`src/rtl/mnfp_pkg.sv`:
```
package mnfp_pkg;

    typedef enum logic [2:0] {
        ST_UNKNOWN    = 3'd0,
        ST_ONE        = 3'd1,
        ST_ONE_CONT   = 3'd2,
        ST_TWO_FIRST  = 3'd3,
        ST_TWO_SECOND = 3'd4,
        ST_TWO_DONE   = 3'd5,
        ST_SYSEX      = 3'd6
    } mnfp_state_t;

    localparam int FREQ_W = 14;
    localparam int NOTE_W = 7;
    localparam int BYTE_W = 8;

    localparam logic [BYTE_W-1:0] REALTIME_MIN = 8'hF8;
    localparam logic [BYTE_W-1:0] SYSEX_START  = 8'hF0;
    localparam logic [BYTE_W-1:0] SONG_SELECT  = 8'hF1;
    localparam logic [BYTE_W-1:0] SONG_POS     = 8'hF2;
    localparam logic [BYTE_W-1:0] TIME_CODE    = 8'hF3;
    localparam logic [BYTE_W-1:0] ONE_PARAM_LO = 8'hC0;
    localparam logic [BYTE_W-1:0] ONE_PARAM_HI = 8'hDF;

    typedef struct packed {
        logic              emit;
        logic [FREQ_W-1:0] freq;
        logic [BYTE_W-1:0] status;
        logic [NOTE_W-1:0] note;
    } mnfp_result_t;

    // Rounded equal-tempered frequency per note, notes below 12 read as zero
    localparam logic [FREQ_W-1:0] FREQ_TABLE [0:127] = '{
        14'd0, 14'd0, 14'd0, 14'd0, 14'd0, 14'd0,
        14'd0, 14'd0, 14'd0, 14'd0, 14'd0, 14'd0,
        14'd16, 14'd17, 14'd18, 14'd19, 14'd21, 14'd22,
        14'd23, 14'd25, 14'd26, 14'd28, 14'd29, 14'd31,
        14'd33, 14'd35, 14'd37, 14'd39, 14'd41, 14'd44,
        14'd46, 14'd49, 14'd52, 14'd55, 14'd58, 14'd62,
        14'd65, 14'd69, 14'd73, 14'd78, 14'd82, 14'd87,
        14'd93, 14'd98, 14'd104, 14'd110, 14'd117, 14'd123,
        14'd131, 14'd139, 14'd147, 14'd156, 14'd165, 14'd175,
        14'd185, 14'd196, 14'd208, 14'd220, 14'd233, 14'd247,
        14'd262, 14'd277, 14'd294, 14'd311, 14'd330, 14'd349,
        14'd370, 14'd392, 14'd415, 14'd440, 14'd466, 14'd494,
        14'd523, 14'd554, 14'd587, 14'd622, 14'd659, 14'd698,
        14'd740, 14'd784, 14'd831, 14'd880, 14'd932, 14'd988,
        14'd1047, 14'd1109, 14'd1175, 14'd1245, 14'd1319, 14'd1397,
        14'd1480, 14'd1568, 14'd1661, 14'd1760, 14'd1865, 14'd1976,
        14'd2093, 14'd2218, 14'd2349, 14'd2489, 14'd2637, 14'd2794,
        14'd2960, 14'd3136, 14'd3322, 14'd3520, 14'd3729, 14'd3951,
        14'd4186, 14'd4435, 14'd4699, 14'd4978, 14'd5274, 14'd5588,
        14'd5920, 14'd6272, 14'd6645, 14'd7040, 14'd7459, 14'd7902,
        14'd8372, 14'd8870, 14'd9397, 14'd9956, 14'd10548, 14'd11175,
        14'd11840, 14'd12544
    };

endpackage

```
`src/rtl/midi_note_frequency_parser.sv`:
```
// An accepted MIDI byte goes to the input register, then its note word to the
// output register. Throughput: one byte per cycle while the output is not stalled; the
// parser step and table lookup sit between the input register and the output register.
// Reset (rst_n, asynchronous, active low): parser in unknown state, held status and
// note cleared, both pipeline registers empty.
module midi_note_frequency_parser (
    input  logic        clk,
    input  logic        rst_n,
    input  logic        midi_valid,
    output logic        midi_stall,
    input  logic [7:0]  midi_byte,
    output logic        note_valid,
    input  logic        note_stall,
    output logic [13:0] frequency_hz,
    output logic [7:0]  status_byte,
    output logic [6:0]  note_number
);
    import mnfp_pkg::*;

    logic              in_valid_reg;
    logic              in_valid_next;
    logic [BYTE_W-1:0] in_byte_reg;
    logic              out_valid_reg;
    logic              out_valid_next;
    logic [FREQ_W-1:0] freq_reg;
    logic [BYTE_W-1:0] status_reg;
    logic [NOTE_W-1:0] note_reg;
    logic              advance;
    logic              step;
    logic              take;
    mnfp_result_t      result;

    assign advance    = !out_valid_reg || !note_stall;
    assign step       = in_valid_reg && advance;
    assign midi_stall = in_valid_reg && !advance;
    assign take       = midi_valid && !midi_stall;

    mnfp_parser u_parser (
        .clk       (clk),
        .rst_n     (rst_n),
        .step      (step),
        .midi_byte (in_byte_reg),
        .result    (result)
    );

    always_comb
    begin
        in_valid_next = in_valid_reg;
        if (take)
            in_valid_next = 1'b1;
        else if (advance)
            in_valid_next = 1'b0;
        out_valid_next = out_valid_reg;
        if (advance)
            out_valid_next = step && result.emit;
    end

    always_ff @(posedge clk or negedge rst_n)
    begin
        if (!rst_n)
        begin
            in_valid_reg  <= 1'b0;
            out_valid_reg <= 1'b0;
        end
        else
        begin
            in_valid_reg  <= in_valid_next;
            out_valid_reg <= out_valid_next;
        end
    end

    // payload: load on a new word, hold while stalled
    always_ff @(posedge clk)
    begin
        if (take)
            in_byte_reg <= midi_byte;
        if (step && result.emit)
        begin
            freq_reg   <= result.freq;
            status_reg <= result.status;
            note_reg   <= result.note;
        end
    end

    assign note_valid   = out_valid_reg;
    assign frequency_hz = freq_reg;
    assign status_byte  = status_reg;
    assign note_number  = note_reg;

endmodule

```
`src/rtl/mnfp_parser.sv`:
```
module mnfp_parser (
    input  logic                         clk,
    input  logic                         rst_n,
    input  logic                         step,
    input  logic [7:0]                   midi_byte,
    output mnfp_pkg::mnfp_result_t       result
);
    import mnfp_pkg::*;

    mnfp_state_t       state_reg;
    mnfp_state_t       state_next;
    logic [BYTE_W-1:0] held_status_reg;
    logic [BYTE_W-1:0] held_status_next;
    logic [NOTE_W-1:0] held_note_reg;
    logic [NOTE_W-1:0] held_note_next;

    always_ff @(posedge clk or negedge rst_n)
    begin
        if (!rst_n)
        begin
            state_reg       <= ST_UNKNOWN;
            held_status_reg <= '0;
            held_note_reg   <= '0;
        end
        else if (step)
        begin
            state_reg       <= state_next;
            held_status_reg <= held_status_next;
            held_note_reg   <= held_note_next;
        end
    end

    always_comb
    begin
        state_next       = state_reg;
        held_status_next = held_status_reg;
        held_note_next   = held_note_reg;
        if (midi_byte >= REALTIME_MIN)
        begin
            // real-time: leave everything as it is
        end
        else if (midi_byte >= SYSEX_START)
        begin
            case (midi_byte)
                SYSEX_START: state_next = ST_SYSEX;
                SONG_SELECT: state_next = ST_ONE;
                TIME_CODE:   state_next = ST_ONE;
                SONG_POS:    state_next = ST_TWO_FIRST;
                default:     state_next = ST_UNKNOWN;
            endcase
        end
        else if (midi_byte[7])
        begin
            if (midi_byte inside {[ONE_PARAM_LO:ONE_PARAM_HI]})
            begin
                state_next = ST_ONE;
            end
            else
            begin
                state_next       = ST_TWO_FIRST;
                held_status_next = midi_byte;
            end
        end
        else
        begin
            case (state_reg)
                ST_ONE:        state_next = ST_ONE_CONT;
                ST_TWO_FIRST:
                begin
                    state_next     = ST_TWO_SECOND;
                    held_note_next = midi_byte[NOTE_W-1:0];
                end
                ST_TWO_SECOND: state_next = ST_TWO_DONE;
                // running status: next data byte starts a fresh pair but keeps the held note
                ST_TWO_DONE:   state_next = ST_TWO_SECOND;
                default:       state_next = state_reg;
            endcase
        end
    end

    always_comb
    begin
        result.emit   = (state_next == ST_TWO_DONE);
        result.freq   = FREQ_TABLE[held_note_next];
        result.status = held_status_next;
        result.note   = held_note_next;
    end

endmodule
```
`config.mk`:
```
export PLATFORM = sky130hd
export DESIGN_NAME = midi_note_frequency_parser
export DESIGN_NICKNAME = d
export VERILOG_FILES = /design/src/rtl/mnfp_pkg.sv /design/src/rtl/midi_note_frequency_parser.sv /design/src/rtl/mnfp_parser.sv
export SDC_FILE = /design/constraint.sdc
export NUM_CORES = 1
export LEC_CHECK = 0
export BUFFER_PORTS_ARGS = -buffer_cell sky130_fd_sc_hd__buf_2
export CAP_MARGIN = 40
export CORE_MARGIN = 3
export CORE_UTILIZATION = 31
export DETAILED_ROUTE_END_ITERATION = 16
export GPL_TIMING_DRIVEN = 0
export PLACE_DENSITY = 0.49
export SYNTH_ARGS = -nofsm -noshare
export SYNTH_HDL_FRONTEND = slang
export SYNTH_HIERARCHICAL = 1
export SYNTH_SLANG_ARGS = --single-unit
```
`constraint.sdc`:
```
create_clock -name clk -period 4.3 [get_ports clk]
set_clock_uncertainty 0.1 [all_clocks]
set_input_delay 0.86 -clock clk [delete_from_list [all_inputs] [get_ports clk]]
set_output_delay 0.86 -clock clk [all_outputs]
set_load 0.02 [all_outputs]
```
==> impl_metrics.json <==
{
  "outcome": "completed",
  "reg2reg_slack_ns": 0.13,
  "core.rowCount": 42,
  "cts_tree": "built",
  "powerDensity_nw_per_um2": 918,
  "layoutNonFillerInstCount": 705,
  "final_area_um2": 5060,
  "cp_top_family": "compound AO/OA/AOI/OAI gates",
  "critPathMaxStageDelay_ns": 0.65,
  "path_buf_inv": 3,
  "dp.cells": 689,
  "synthTopCellsByArea": "edfxtp_1, dfrtp_1, a21oi_1, nor2_1, mux2i_1",
  "slowest_stage": "o311ai_0",
  "synth_top_area_frac": 0.259,
  "worstMarginPinSlew_ns": 0.901,
  "finalWirelength_um": 15700,
  "root_buffer": "clkbuf_16",
  "grt_max_degree": 25,
  "ir_drop_v": 0.000264,
  "placed_area_um2": 4760,
  "cts_sinks": 57,
  "yosysMostFrequentCell": "nor2_1",
  "avgSynthCellArea_um2": 9.13,
  "global_route.usage.total": 0.217,
  "clkTransAtPathRegs_ns": 0.06,
  "required_ns": 4.23,
  "synth_common_cells": "nor2_1, a21oi_1, nand2_1",
  "ys_seq_elements": 57,
  "gp_congestion": 0.933,
  "relSlewSlack": 0.382,
  "drive_gt1_frac": 0.225,
  "die_area_um2": 15300,
  "p_leak_nw": 1.95,
  "ys_types": 69,
  "regArea_um2": 1610,
  "portBuffers": 42,
  "antennaDiodeCount": 0,
  "multi_input_area_um2": 2380,
  "syn_nets": 488,
  "drc_errors": 0,
  "first_pass_iters": 6,
  "cts_buffers": 9,
  "finalNetCount": 543,
  "area_delta_synth_final_pct": 18.1,
  "hold_viol": 0,
  "ys_seq_area_frac": 0.376,
  "syn_area_um2": 4280,
  "synth_ff_type": "edfxtp_1",
  "synth_top_cell_by_area": "edfxtp_1",
  "start_kind": "flip-flop",
  "drt_iter0_markers": 533,
  "ioPinCount": 43,
  "endpoint_kind": "flip-flop",
  "vias": 4141,
  "grt_antenna_before_repair": 0,
  "yosysWarnings": 6,
  "grt_pass1_wl_um": 24100,
  "rsz0062_at_grt": "false",
  "largest_register_ffs": 14,
  "timing.final.crit_share": 0.970,
  "synth_edf_count": 37,
  "grt_pass1_vias": 3949,
  "crit_chain": "buf_6, and4bb_2, mux2i_2, inv_1, ha_1, clkbuf_1, a21o_1, o311ai_0, o311ai_0",
  "viasPerCell": 5.87,
  "maxSlewViolCount": 0,
  "min_period_ns": 4.17,
  "setup-violations-final": 0,
  "ys_async_sr_fraction": 0.351,
  "fp.dieH_um": 124,
  "drv_cap": 0,
  "path_common_cell": "o311ai_0",
  "die_x_um": 124,
  "postRouteAntennaNets": 0,
  "min_path_type": "reg2reg",
  "post_drt_wl_per_cell_um": 22.3,
  "grt.overflow.total": 0,
  "fmax_ghz": 0.240,
  "fillers": 1380,
  "initial_utilization": 0.320,
  "arrival_ns": 4.10,
  "clockBufferDepth": 2,
  "synth_cells": 469,
  "dp_hpwl_um": 11400,
  "cp_max_fo": 10,
  "h-tree-depth": 3,
  "design.core.area_um2": 13400,
  "clk_latency_ns": 0.34,
  "crit_type": "reg2reg"
}
## timing repair
item                                   4_1_cts  5_1_grt
endpoints found under the hold margin        0        0
setup buffers                                0        0
setup endpoints to repair                    0        1
gates resized for setup                      0        1
hold buffers                                 0        0
## cell usage in the layout, fill, tap and decap left out, types with 3 or more instances in the layout
master / n
buf_6: 7
o31ai_1: 3
nand2b_1: 14
mux2i_1: 17
and3_1: 4
inv_2: 5
and2_1: 4
a221oi_1: 4
edfxtp_1: 37
o22ai_1: 7
a211o_1: 3
o21ai_0: 25
nand2_1: 40
nand3_1: 8
dfrtp_1: 20
nor3_1: 13
buf_4: 3
o211ai_1: 10
nor2b_1: 4
buf_2: 55
a21oi_1: 39
inv_1: 8
o21a_1: 5
a22oi_1: 5
a211oi_1: 8
ha_1: 7
a31oi_1: 5
a21o_1: 4
mux2_2: 12
nor2_1: 47
clkbuf_16: 10
xnor2_1: 6
mux2i_4: 6
o311ai_0: 3
clkbuf_1: 22
## cells by family after synthesis
family          synth area share
compound gates             0.243
flops                      0.376
simple gates               0.168
fa+ha+maj                 0.0204
mux                        0.109
xor+xnor                  0.0123
buf+inv                   0.0713
## power by group
part	switching (W)	internal, W
Clock	0.000260	0.000439
Sequential	0.0000836	0.000794
Combinational	0.00202	0.00105
## path summary, 6_finish.rpt
| kind | from | to | cells after the start |
|---|---|---|---|
| max in group asynchronous | rst_n | u_parser/held_note_reg[1] | 1 |
| worst max register to register | in_byte_reg[7] | frequency_hz[7] | 9 |
| worst min register to register | u_parser/held_status_reg[7] | u_parser/held_status_reg[7] | 1 |
| worst min-delay path | u_parser/held_status_reg[7] | u_parser/held_status_reg[7] | 1 |
| min in group asynchronous | rst_n | u_parser/held_note_reg[6] | 1 |
| worst max-delay path | in_byte_reg[7] | frequency_hz[7] | 9 |
## metrics by stage
step                setup TNS (ns)  setup WS [ns]  hold slack, ns  total power [W]   util
global route                     0         0.0205           0.377          0.00493  0.377
global placement            -21.67         -0.752           0.341          0.00390  0.352
detailed placement               0          0.226           0.346          0.00385  0.355
finish                           0          0.128           0.354          0.00464  0.377
floorplan                        0          0.710           0.325          0.00291      -
CTS                              0          0.222           0.360          0.00459  0.377
## layer usage
metal	wire length (um)	GRT usage
met3	1350	0.0599
met4	487	0.0907
met1	7110	0.305
met2	6800	0.311
met5	0	0
## worst reg2reg max path: cells and delay by family (launching register included)
family	cells	cell delay, ns
AO/OA/AOI/OAI	3	1.24
buffers and inverters	3	0.88
multiplexers	1	0.64
flip-flops	1	0.37
AND/OR/NAND/NOR	1	0.33
adder cells (fa/ha/maj)	1	0.31
## final cells by class
class / count / share of cell area
Tap cell: 176 / 0.0435
Clock buffer: 12 / 0.0529
Inverter: 13 / 0.00965
Sequential cell: 57 / 0.319
Buffer: 45 / 0.0507
Clock inverter: 4 / 0.00519
Multi-Input combinational cell: 354 / 0.471
Timing Repair Buffer: 44 / 0.0485
Note: power is estimated with default switching activity, not from simulation.
